### src/hw/rtl/dmpq_pkg.sv
// Shared types and constants of the dual min-priority queue block.
package dmpq_pkg;

  localparam int unsigned TREES_DEF = 5;
  localparam int unsigned KEY_W     = 32;
  localparam int unsigned CNT_OUT_W = 5;

  typedef enum logic [1:0] {
    CMD_INSERT = 2'd0,
    CMD_DELETE = 2'd1,
    CMD_MERGE  = 2'd2,
    CMD_NOP    = 2'd3
  } dmpq_cmd_e;

  typedef enum logic [1:0] {
    STAT_OK    = 2'd0,
    STAT_EMPTY = 2'd1,
    STAT_FULL  = 2'd2,
    STAT_RSVD  = 2'd3
  } dmpq_status_e;

  typedef enum logic [2:0] {
    S_IDLE,
    S_DEL_SCAN,
    S_DEL_LAST,
    S_DEL_WB,
    S_MRG_COPY,
    S_MRG_FLUSH
  } dmpq_state_e;

endpackage

### src/hw/rtl/dual_min_priority_queue_merge.sv
// Two min-priority queues of signed keys: insert, delete-minimum and merge.
//
// A command word (command_i, queue_select_i, key_i) is taken at a rising edge
// where start is high and busy is low. Each command gives exactly one result
// word (min_key_o, status_o, count_after_o), shown for one cycle with done_o
// high; the receiver cannot stall it, so it must take the word in that cycle.
// Insert, no-op, every refused command, delete on an empty queue and merge of
// an empty second queue finish at the accepting edge: done_o is high in the
// next cycle and busy stays low, so commands of that kind can follow back to
// back. Delete-minimum over n > 0 keys keeps busy high while the key memory's
// single read port scans one key per cycle, then while the last key is read
// and written into the hole. Merge of m > 0 keys keeps busy high while the
// keys are copied, one key per cycle, through the same read port. The
// result appears in the cycle in which busy falls. Each queue holds up to
// 2^TREES - 1 keys; both live in one memory of 2^(TREES+1) words.
// Reset empties both queues at once; no memory pass is needed.
module dual_min_priority_queue_merge #(
  parameter int unsigned TREES = dmpq_pkg::TREES_DEF
) (
  input  logic                                 clk_i,
  input  logic                                 rst_ni,
  input  logic                                 start,
  output logic                                 busy,
  input  logic [1:0]                           command_i,
  input  logic                                 queue_select_i,
  input  logic signed [dmpq_pkg::KEY_W-1:0]    key_i,
  output logic                                 done_o,
  output logic signed [dmpq_pkg::KEY_W-1:0]    min_key_o,
  output logic [1:0]                           status_o,
  output logic [dmpq_pkg::CNT_OUT_W-1:0]       count_after_o
);

  localparam int unsigned AW = TREES + 1;
  localparam logic [TREES-1:0] CAP = '1;

  dmpq_pkg::dmpq_state_e state_q, state_d;
  dmpq_pkg::dmpq_cmd_e   cmd;

  logic [TREES-1:0] cnt0_q, cnt0_d, cnt1_q, cnt1_d;
  logic [TREES-1:0] idx_q, idx_d;
  logic             sel_q, sel_d;
  logic             scan_vld_q, scan_vld_d;
  logic             copy_vld_q, copy_vld_d;
  logic [TREES-1:0] rd_idx_q;
  logic signed [dmpq_pkg::KEY_W-1:0] best_q;
  logic [TREES-1:0] best_idx_q;

  logic             acc;
  logic             sel;
  logic [TREES-1:0] cur_cnt;
  logic [TREES-1:0] last_idx;
  logic [TREES:0]   merge_sum;

  logic                         ram_we, ram_re;
  logic [AW-1:0]                ram_waddr, ram_raddr;
  logic [dmpq_pkg::KEY_W-1:0]   ram_wdata, ram_rdata;

  logic                                 res_vld;
  logic signed [dmpq_pkg::KEY_W-1:0]    res_min;
  dmpq_pkg::dmpq_status_e               res_status;
  logic [TREES-1:0]                     res_cnt;

  logic                                 done_q;
  logic signed [dmpq_pkg::KEY_W-1:0]    min_key_q;
  logic [1:0]                           status_q;
  logic [dmpq_pkg::CNT_OUT_W-1:0]       count_q;

  assign busy      = (state_q != dmpq_pkg::S_IDLE);
  assign acc       = start && !busy;
  assign cmd       = dmpq_pkg::dmpq_cmd_e'(command_i);
  assign sel       = busy ? sel_q : queue_select_i;
  assign cur_cnt   = sel ? cnt1_q : cnt0_q;
  assign last_idx  = cur_cnt - 1'b1;
  assign merge_sum = {1'b0, cnt0_q} + {1'b0, cnt1_q};

  dmpq_key_ram #(
    .AW(AW)
  ) u_ram (
    .clk_i  (clk_i),
    .we_i   (ram_we),
    .waddr_i(ram_waddr),
    .wdata_i(ram_wdata),
    .re_i   (ram_re),
    .raddr_i(ram_raddr),
    .rdata_o(ram_rdata)
  );

  // Next state.
  always_comb begin
    state_d = state_q;
    case (state_q)
      dmpq_pkg::S_IDLE: begin
        if (acc) begin
          if (cmd == dmpq_pkg::CMD_DELETE && cur_cnt != '0) begin
            state_d = dmpq_pkg::S_DEL_SCAN;
          end else if (cmd == dmpq_pkg::CMD_MERGE && merge_sum <= {1'b0, CAP}
                       && cnt1_q != '0) begin
            state_d = dmpq_pkg::S_MRG_COPY;
          end
        end
      end
      dmpq_pkg::S_DEL_SCAN: begin
        if (idx_q == last_idx) begin
          state_d = dmpq_pkg::S_DEL_LAST;
        end
      end
      dmpq_pkg::S_DEL_LAST:  state_d = dmpq_pkg::S_DEL_WB;
      dmpq_pkg::S_DEL_WB:    state_d = dmpq_pkg::S_IDLE;
      dmpq_pkg::S_MRG_COPY: begin
        if (idx_q == cnt1_q - 1'b1) begin
          state_d = dmpq_pkg::S_MRG_FLUSH;
        end
      end
      dmpq_pkg::S_MRG_FLUSH: state_d = dmpq_pkg::S_IDLE;
      default:               state_d = dmpq_pkg::S_IDLE;
    endcase
  end

  // Memory control, counters and result word.
  always_comb begin
    cnt0_d     = cnt0_q;
    cnt1_d     = cnt1_q;
    idx_d      = idx_q;
    sel_d      = sel_q;
    scan_vld_d = 1'b0;
    copy_vld_d = 1'b0;
    ram_re     = 1'b0;
    ram_raddr  = {sel_q, idx_q};
    ram_we     = 1'b0;
    ram_waddr  = {sel, cur_cnt};
    ram_wdata  = key_i;
    res_vld    = 1'b0;
    res_min    = '0;
    res_status = dmpq_pkg::STAT_OK;
    res_cnt    = cur_cnt;

    // Copied words land behind the first queue's current keys.
    if (copy_vld_q) begin
      ram_we    = 1'b1;
      ram_waddr = {1'b0, cnt0_q + rd_idx_q};
      ram_wdata = ram_rdata;
    end

    case (state_q)
      dmpq_pkg::S_IDLE: begin
        sel_d = queue_select_i;
        idx_d = '0;
        if (acc) begin
          case (cmd)
            dmpq_pkg::CMD_INSERT: begin
              res_vld = 1'b1;
              if (cur_cnt == CAP) begin
                res_status = dmpq_pkg::STAT_FULL;
              end else begin
                ram_we  = 1'b1;
                res_cnt = cur_cnt + 1'b1;
                if (sel) begin
                  cnt1_d = cur_cnt + 1'b1;
                end else begin
                  cnt0_d = cur_cnt + 1'b1;
                end
              end
            end
            dmpq_pkg::CMD_DELETE: begin
              if (cur_cnt == '0) begin
                res_vld    = 1'b1;
                res_status = dmpq_pkg::STAT_EMPTY;
              end
            end
            dmpq_pkg::CMD_MERGE: begin
              res_cnt = cnt0_q;
              if (merge_sum > {1'b0, CAP}) begin
                res_vld    = 1'b1;
                res_status = dmpq_pkg::STAT_FULL;
              end else if (cnt1_q == '0) begin
                res_vld = 1'b1;
              end
            end
            default: begin
              res_vld = 1'b1;
            end
          endcase
        end
      end
      dmpq_pkg::S_DEL_SCAN: begin
        ram_re     = 1'b1;
        scan_vld_d = 1'b1;
        idx_d      = idx_q + 1'b1;
      end
      dmpq_pkg::S_DEL_LAST: begin
        ram_re    = 1'b1;
        ram_raddr = {sel_q, last_idx};
      end
      dmpq_pkg::S_DEL_WB: begin
        // The last key fills the hole; harmless when it is the minimum itself.
        ram_we    = 1'b1;
        ram_waddr = {sel_q, best_idx_q};
        ram_wdata = ram_rdata;
        res_vld   = 1'b1;
        res_min   = best_q;
        res_cnt   = last_idx;
        if (sel_q) begin
          cnt1_d = last_idx;
        end else begin
          cnt0_d = last_idx;
        end
      end
      dmpq_pkg::S_MRG_COPY: begin
        ram_re     = 1'b1;
        ram_raddr  = {1'b1, idx_q};
        copy_vld_d = 1'b1;
        idx_d      = idx_q + 1'b1;
      end
      dmpq_pkg::S_MRG_FLUSH: begin
        res_vld = 1'b1;
        res_cnt = merge_sum[TREES-1:0];
        cnt0_d  = merge_sum[TREES-1:0];
        cnt1_d  = '0;
      end
      default: begin
      end
    endcase
  end

  always_ff @(posedge clk_i or negedge rst_ni) begin
    if (!rst_ni) begin
      state_q    <= dmpq_pkg::S_IDLE;
      cnt0_q     <= '0;
      cnt1_q     <= '0;
      idx_q      <= '0;
      sel_q      <= 1'b0;
      scan_vld_q <= 1'b0;
      copy_vld_q <= 1'b0;
      done_q     <= 1'b0;
    end else begin
      state_q    <= state_d;
      cnt0_q     <= cnt0_d;
      cnt1_q     <= cnt1_d;
      idx_q      <= idx_d;
      sel_q      <= sel_d;
      scan_vld_q <= scan_vld_d;
      copy_vld_q <= copy_vld_d;
      done_q     <= res_vld;
    end
  end

  // Datapath registers: read index tracking, running minimum, result word.
  always_ff @(posedge clk_i) begin
    rd_idx_q <= idx_q;
    if (scan_vld_q && (rd_idx_q == '0 || $signed(ram_rdata) < best_q)) begin
      best_q     <= $signed(ram_rdata);
      best_idx_q <= rd_idx_q;
    end
    if (res_vld) begin
      min_key_q <= res_min;
      status_q  <= res_status;
      count_q   <= dmpq_pkg::CNT_OUT_W'(res_cnt);
    end
  end

  assign done_o        = done_q;
  assign min_key_o     = min_key_q;
  assign status_o      = status_q;
  assign count_after_o = count_q;

`ifndef SYNTHESIS
  a_done_idle: assert property (@(posedge clk_i) disable iff (!rst_ni)
    done_o |-> !busy)
    else $error("result word shown while a command is still running");

  a_fail_no_key: assert property (@(posedge clk_i) disable iff (!rst_ni)
    (done_o && status_o != dmpq_pkg::STAT_OK) |-> (min_key_o == '0))
    else $error("refused command reports a nonzero key");

  a_merge_empties: assert property (@(posedge clk_i) disable iff (!rst_ni)
    (state_q == dmpq_pkg::S_MRG_FLUSH) |=> (cnt1_q == '0))
    else $error("second queue not empty after merge");

  a_hole_in_range: assert property (@(posedge clk_i) disable iff (!rst_ni)
    (state_q == dmpq_pkg::S_DEL_WB) |-> (best_idx_q < cur_cnt))
    else $error("minimum position outside the queue");
`endif

endmodule

### src/hw/rtl/dmpq_key_ram.sv
// Key store: one write port and one read port with registered read data.
module dmpq_key_ram #(
  parameter int unsigned AW = dmpq_pkg::TREES_DEF + 1
) (
  input  logic                           clk_i,
  input  logic                           we_i,
  input  logic [AW-1:0]                  waddr_i,
  input  logic [dmpq_pkg::KEY_W-1:0]     wdata_i,
  input  logic                           re_i,
  input  logic [AW-1:0]                  raddr_i,
  output logic [dmpq_pkg::KEY_W-1:0]     rdata_o
);

  logic [dmpq_pkg::KEY_W-1:0] mem_q [2**AW];

  always_ff @(posedge clk_i) begin
    if (we_i) begin
      mem_q[waddr_i] <= wdata_i;
    end
  end

  always_ff @(posedge clk_i) begin
    if (re_i) begin
      rdata_o <= mem_q[raddr_i];
    end
  end

endmodule

### config.mk
export PLATFORM = sky130hd
export DESIGN_NAME = dual_min_priority_queue_merge
export DESIGN_NICKNAME = d
export VERILOG_FILES = /design/src/hw/rtl/dmpq_pkg.sv /design/src/hw/rtl/dual_min_priority_queue_merge.sv /design/src/hw/rtl/dmpq_key_ram.sv
export SDC_FILE = /design/constraint.sdc
export NUM_CORES = 2
export LEC_CHECK = 0
export BUFFER_PORTS_ARGS = -buffer_cell sky130_fd_sc_hd__buf_2
export CAP_MARGIN = 40
export CELL_PAD_IN_SITES_DETAIL_PLACEMENT = 2
export CELL_PAD_IN_SITES_GLOBAL_PLACEMENT = 2
export CORE_MARGIN = 3
export CORE_UTILIZATION = 42
export CTS_BUF_LIST = sky130_fd_sc_hd__clkbuf_4 sky130_fd_sc_hd__clkbuf_8 sky130_fd_sc_hd__clkbuf_16
export DETAILED_ROUTE_END_ITERATION = 7
export MAX_ROUTING_LAYER = met4
export PLACE_DENSITY_LB_ADDON = 0.1
export SLEW_MARGIN = 20
export SYNTH_ARGS = -nofsm -noshare
export SYNTH_HDL_FRONTEND = slang
export SYNTH_SLANG_ARGS = --single-unit
export TNS_END_PERCENT = 10
### constraint.sdc
create_clock -name clk_i -period 6 [get_ports clk_i]
set_clock_uncertainty 0.15 [all_clocks]
set_input_delay 0.6 -clock clk_i [delete_from_list [all_inputs] [get_ports clk_i]]
set_output_delay 0.6 -clock clk_i [all_outputs]
set_load 0.03 [all_outputs]
Word-level counts from Yosys, hierarchy flattened
Memory sizes are Yosys's and may differ from the RTL's. A register that Yosys moved wholly into a read port is not among the register bits.
Index checks and enable logic that the tools add are counted.
W data, S select, Z words.

storage, ports and cells
  register bits after elaboration = 103
  bits in writable memories = 2048
  bits of input ports = 38
  output and inout bits = 41
  memories = 1

operators by class
  $add $sub $neg = 6
  order comparisons = 3
  equal/unequal tests = 20
  muxes and demuxes = 50
  reduce and logical (&&, ||, !) cells = 24

memories
  memory       words  width  read ports  clocked after memory_dff  wr ports  RTL line            text
  u_ram.mem_q  64     32     1           1                         1         dmpq_key_ram.sv:14  logic [dmpq_pkg::KEY_W-1:0] mem_q [2**AW];

operator list
  operator               count
  $mux W5                13
  $mux W32               2
  $pmux W5 S3            3
  $lt A32 B32 Y1         1
  $pmux W5 S2            2
  $ne A2 B2 Y1 const B   8
  $logic_not A5 Y1       3
  $mux W1                15
  $mux W3                5
  $mux W6                2
  $pmux W3 S4            1
  $pmux W6 S2            1
  $reduce_and A6 Y1      2
  $add A5 B1 Y5 const B  2
  $eq A5 B5 Y1           2
  $reduce_bool A5 Y1     2
  $sub A5 B1 Y5 const B  2
  $add A5 B5 Y6          1
  $eq A3 B2 Y1 const B   2
  $eq A3 B3 Y1 const B   2
  $gt A6 B5 Y1 const B   1
  $le A6 B5 Y1 const B   1
  $pmux W1 S2            3
  $pmux W2 S3            1
  19 further kinds       26

Longest topological paths before layout
  depth in word-level cells = 10
  mapped depth = 16
  gate-level depth less buffers = 14

By module
Synthesis repeated with hierarchy kept, for this count alone.

unflattened totals
  cell total of the unflattened synthesis = 3939
  area, all modules = 85266.8 sq um

modules (own cells, without submodules)
  module                         times used  cells each  area an instance (sq um)  sequential area each (sq um)
  dmpq_key_ram                   1           3324        78835.6                   62459.9
  dual_min_priority_queue_merge  1           615         6431.2                    2932.8

Worst setup path before layout
OpenSTA, ideal clock, no wires.

  path kind = flip-flop to flip-flop
  from = register state_q[1]
  to = register count_q (netlist bit count_after_o[0]) (enable)
  data arrival time = 4.922 ns
  path slack = 0.437 ns
  cell stages (with the launch flop) = 10
  buffers on the path = 0
  clock period less this slack = 5.563 ns
  cells stage by stage = dfrtp_1 -> nor3_4 -> mux2i_4 -> mux2i_2 -> ha_1 -> and4_1 -> nand2_1 -> nand2_1 -> a21oi_1 -> o21ai_0

on the way
  cells in the longest elaborated chain, start to end = 8

ends and longest elaborated chain
  element                 RTL line                              text
  start, declared         dual_min_priority_queue_merge.sv:36   dmpq_pkg::dmpq_state_e state_q, state_d;
  start signal, assigned  dual_min_priority_queue_merge.sv:227  state_q <= dmpq_pkg::S_IDLE;
  start signal, assigned  dual_min_priority_queue_merge.sv:236  state_q <= state_d;
  $reduce_bool A3 Y1      dual_min_priority_queue_merge.sv:68   assign busy = (state_q != dmpq_pkg::S_IDLE);
  $mux W1                 dual_min_priority_queue_merge.sv:71   assign sel = busy ? sel_q : queue_select_i;
  $mux W5                 dual_min_priority_queue_merge.sv:72   assign cur_cnt = sel ? cnt1_q : cnt0_q;
  $logic_not A5 Y1        dual_min_priority_queue_merge.sv:165  if (cur_cnt == '0) begin
  $mux W1                 dual_min_priority_queue_merge.sv:165
  $pmux W1 S2             dual_min_priority_queue_merge.sv:149  case (cmd)
  $mux W1                 dual_min_priority_queue_merge.sv:148  if (acc) begin
  $pmux W1 S2 (*)         dual_min_priority_queue_merge.sv:144  case (state_q)
  named net res_vld       dual_min_priority_queue_merge.sv:58   logic res_vld;
  end signal, assigned    dual_min_priority_queue_merge.sv:257  count_q <= dmpq_pkg::CNT_OUT_W'(res_cnt);
  end, declared           dual_min_priority_queue_merge.sv:66   logic [dmpq_pkg::CNT_OUT_W-1:0] count_q;

Mark *: on every way through the listed nets, which the timed path passes. The rest lies on a longest branch.
A chain may end at the register's enable or synchronous reset.

Worst setup path after layout
  from = register state_q[0]
  to = register u_ram.rdata_o[15] in the netlist's numbering (read register of u_ram.mem_q) (data pin)

on the way
  cells in the longest elaborated chain, start to end = 5

ends and longest elaborated chain
  element             RTL line                              text
  $reduce_bool A3 Y1  dual_min_priority_queue_merge.sv:68
  $mux W1             dual_min_priority_queue_merge.sv:71
  $mux W5             dual_min_priority_queue_merge.sv:72
  $sub A5 B1 Y5       dual_min_priority_queue_merge.sv:73   assign last_idx = cur_cnt - 1'b1;
  $pmux W6 S2         dual_min_priority_queue_merge.sv:144
  end, declared       dmpq_key_ram.sv:11                    output logic [dmpq_pkg::KEY_W-1:0] rdata_o

Several ways; a longest one is shown, not always the timed one.

==> results.md <==
### Min path
- worst hold-check path type: in2reg
- depth of the worst hold-timing path: 3
- launch point of the worst hold path: command_i[1]
- hold endpoint: status_o[0]$_SDFFCE_PN0P_

### Clocking
- maximum count of clock buffers along a single path: 3
- # H-tree levels: 4
- TritonCTS Buffers: 230
- Reg clk slew, reported paths: 0.06 ns
- clock sinks: 2183
- latest clock arrival within the worst-skew pair: 0.90 ns
- clock tree from TritonCTS: done
- clock tree root driver cell: sky130_fd_sc_hd__clkbuf_16

### Die
- Core ar.: 208000 um^2
- number of placement rows: 167
- Chip Width: 465 um
- I/O pins: 79
- die outline area: 216000 um^2
- die height: 465 um
- starting density of the core: 0.425

### Yosys
- count of unique library cells instantiated by Yosys: 63
- Post-Syn Area per Cell: 14.2 um^2
- share of synthesized area occupied by flip-flops and latches: 0.738
- area share of the largest cell type after synthesis: 0.731
- most area-consuming cells after synthesis: sky130_fd_sc_hd__edfxtp_1 (73%), sky130_fd_sc_hd__nand2_1 (6.7%), sky130_fd_sc_hd__mux2i_1 (5.5%)
- number of instances in the synthesized netlist: 6225
- area of the mapped netlist: 88600 um^2
- synth warn: 0
- share of flip-flops with an asynchronous set or reset: 0.0101
- biggest area consumer among synthesized cells: sky130_fd_sc_hd__edfxtp_1
- Post-synth EDFFs: 2156
- synthesized flop and latch total: 2183
- predominant post-synthesis flop cell: sky130_fd_sc_hd__edfxtp_1
- total nets after synthesis: 6316

### Routing
- via density per instance: 6.03
- drt initial violations: 6383
- Antenna Violating Nets Remaining: 0
- detailed-route via count: 57500
- Post-Route WL: 321000 um
- drt first pass iters: 6
- number of remaining DRC errors: 0
- WL/cell: 33.7 um

### Placed design
- sum of net half-perimeters after detailed placement: 187000 um
- RePlAce Congestion: 0.828
- worst-case setup slack after placement: -0.202 ns
- # port buffers: 78
- placed instance area: 95600 um^2

### GRT
- vias in the first global route: 61500
- global route hottest layer: met2
- global routing usage on met2: 0.469
- met3 track demand over resource in global routing: 0.0410
- global routing usage on met1: 0.405
- global-route wire length before repair: 455000 um
- total overflow reported by the global router: 0
- largest net degree at the start of global routing: 99
- overall fraction of global-route tracks in use: 0.300
- number of antenna violations at the first check in global routing: 42

### Run
- reported max-cap violation count: 0

### Worst setup path
- start point of the critical path: state_q[0]$_DFFE_PN0P_
- type of element launching the critical path: register
- Max FO, Critical Path: 40
- launch instance of the worst register-to-register path: state_q[0]$_DFFE_PN0P_
- worst setup slack for register-to-register paths: 0.24 ns
- path depth of the worst reg2reg path: 13
- Arrival @ worst endpoint: 6.23 ns
- class of the most critical setup path: reg2reg
- capture point of the worst reg-to-reg path: u_ram.rdata_o[15]$_DFFE_PP_
- Worst Setup End Kind: register
- required time of the worst setup path: 6.47 ns

### STA
- Final setup violation count: 0
- Slew @ Worst Pin: 0.908 ns
- final total negative setup slack: 0 ns
- max-slew violation total from the final report: 0
- shortest clock period the worst path allows after layout: 5.76 ns
- setup repair after global routing missed its margin: no
- final hold violation count: 0
- Max-Slew Margin vs Limit: 0.378
- final critical-path setup slack: 0.241 ns
- maximum frequency from static timing analysis: 174 MHz
- final cycle utilization of the critical path: 0.960

### Power and ir drop
- IR Drop Worst-Case VDD: 360 uV
- power density normalized to cell area: 480 nW/um^2
- cell-internal power: 31700 uW
- switching portion of total power: 0.363
- share of total power in combinational logic: 0.330
- leakage component of the power: 0.0354 uW
- fraction of power consumed by sequential logic: 0.381
- Net Switching: 18100 uW
- portion of total power attributed to the clock network: 0.289

### Final layout
- share of cells above drive strength 1: 0.142
- number of nets at the end of the flow: 6606
- area overhead of the layout relative to synthesis: 17.0%
- commonest cells after routing, fill and taps aside: sky130_fd_sc_hd__edfxtp_1 (2156), sky130_fd_sc_hd__nand2_1 (1572), sky130_fd_sc_hd__mux2i_1 (487)
- final instance area: 104000 um^2
- number of inserted filler cells in the final layout: 19400
- most common library cell in the layout ignoring fill and taps: sky130_fd_sc_hd__edfxtp_1

### Run status
- result of the run: completed

[routing by layer]
metal	share of wire	wire length, um	vias up
li1	-	-	24100
met1	0.43	137000	30900
met2	0.48	152000	2114
met3	0.065	21000	442
met4	0.032	10300	0
met5	0	0	-
[flip-flops by register name, summed over array words and instances, names as in the netlist, 5 cells and up]
name / count
best_idx_q: 5
best_q: 32
cnt0_q: 5
cnt1_q: 5
count_after_o: 5
idx_q: 5
min_key_o: 32
rd_idx_q: 5
u_ram.mem_q: 2048
u_ram.rdata_o: 32
[metrics by stage]
stage	utilization	instances	total power, uW	hold slack [ns]
floorplan	-	6225	27800	0.154
global placement	0.456	9011	34300	0.316
detailed placement	0.459	9044	35200	0.306
CTS	0.496	9472	49700	0.0448
global route	0.498	9519	51600	0.103
finish	0.498	9523	49700	0.111
[synthesized netlist by cell type (4+ instances only)]
cell type,number
sky130_fd_sc_hd__a211oi_1,6
sky130_fd_sc_hd__a21o_1,15
sky130_fd_sc_hd__a21oi_1,29
sky130_fd_sc_hd__a22oi_1,7
sky130_fd_sc_hd__a311o_1,64
sky130_fd_sc_hd__a311oi_1,320
sky130_fd_sc_hd__a31oi_1,4
sky130_fd_sc_hd__a32oi_1,33
sky130_fd_sc_hd__and2_1,5
sky130_fd_sc_hd__and3_1,194
sky130_fd_sc_hd__buf_1,42
sky130_fd_sc_hd__buf_2,105
sky130_fd_sc_hd__buf_4,8
sky130_fd_sc_hd__clkbuf_1,246
sky130_fd_sc_hd__dfrtp_1,22
sky130_fd_sc_hd__dfxtp_1,5
sky130_fd_sc_hd__edfxtp_1,2156
sky130_fd_sc_hd__ha_1,51
sky130_fd_sc_hd__inv_1,50
sky130_fd_sc_hd__mux2_2,35
sky130_fd_sc_hd__mux2i_1,488
sky130_fd_sc_hd__mux2i_4,4
sky130_fd_sc_hd__nand2_1,1575
sky130_fd_sc_hd__nand2b_1,8
sky130_fd_sc_hd__nand3_1,398
sky130_fd_sc_hd__nand4_1,8
sky130_fd_sc_hd__nor2_1,144
sky130_fd_sc_hd__nor2b_1,8
sky130_fd_sc_hd__nor3_1,70
sky130_fd_sc_hd__o21ai_0,20
sky130_fd_sc_hd__o21ai_1,4
sky130_fd_sc_hd__or3_1,4
sky130_fd_sc_hd__or3b_1,31
sky130_fd_sc_hd__xnor2_1,15
sky130_fd_sc_hd__xor2_1,8
[power by group through the flow]
| stage | Combinational [uW] | Sequential (uW) | Clock, uW |
|---|---|---|---|
| floorplan | 8820 | 19000 | 0 |
| global placement | 15100 | 19200 | 0 |
| detailed placement | 15900 | 19200 | 0 |
| CTS | 16200 | 18900 | 14500 |
| global route | 17500 | 19000 | 15200 |
| finish | 16400 | 18900 | 14400 |
[final cells by class]
| class | count | area, um^2 | area share |
|---|---|---|---|
| Antenna cell | 28 | 70.1 | 0.000676 |
| Clock buffer | 298 | 6290 | 0.0607 |
| Clock inverter | 126 | 1230 | 0.0119 |
| Inverter | 51 | 191 | 0.00185 |
| Multi-Input combinational cell | 3587 | 21900 | 0.212 |
| Sequential cell | 2183 | 65400 | 0.631 |
| Tap cell | 2788 | 3490 | 0.0337 |
| Timing Repair Buffer | 462 | 5060 | 0.0488 |
[critical path, cell delays in order, from the launching register on]
cell                      delay [ns]
sky130_fd_sc_hd__dfrtp_1        0.54
sky130_fd_sc_hd__nor3_4         0.42
sky130_fd_sc_hd__mux2i_4        0.53
sky130_fd_sc_hd__mux2i_4        0.46
sky130_fd_sc_hd__ha_1           0.35
sky130_fd_sc_hd__xor2_1         0.21
sky130_fd_sc_hd__o21ai_4        0.29
sky130_fd_sc_hd__buf_12         0.28
sky130_fd_sc_hd__buf_12         0.31
sky130_fd_sc_hd__buf_4          0.29
sky130_fd_sc_hd__mux2i_1        0.23
sky130_fd_sc_hd__mux2i_1        0.31
sky130_fd_sc_hd__a32oi_2        0.64
sky130_fd_sc_hd__or3b_1         0.43
[logic make-up after synthesis]
logic type	after synthesis	synth area share
AOI/OAI and AO/OA	523	0.0498
xor gates and xnor gates	23	0.00227
adders and majority gates	56	0.00800
buffers and inverters	455	0.0213
DFF	2183	0.738
muxes	528	0.0608
and+or+nand+nor	2457	0.120
[worst max-delay path by stage]
stage	cells after the start	to
after detailed placement	14	u_ram.rdata_o[1]$_DFFE_PP_
after floorplan	9	count_after_o[0]$_DFFE_PP_
after CTS	14	u_ram.rdata_o[1]$_DFFE_PP_
after global routing	13	u_ram.rdata_o[15]$_DFFE_PP_
after global placement	14	u_ram.rdata_o[21]$_DFFE_PP_
final	13	u_ram.rdata_o[15]$_DFFE_PP_
[what timing repair did]
action	in CTS	in global routing
gates resized for setup	5	0
hold endpoints to repair	25	2
pin swaps	1	1
hold buffers	4	1
buffers inserted	0	4
endpoints found under the setup margin	5	7
Note: power is estimated with default switching activity, not from simulation.
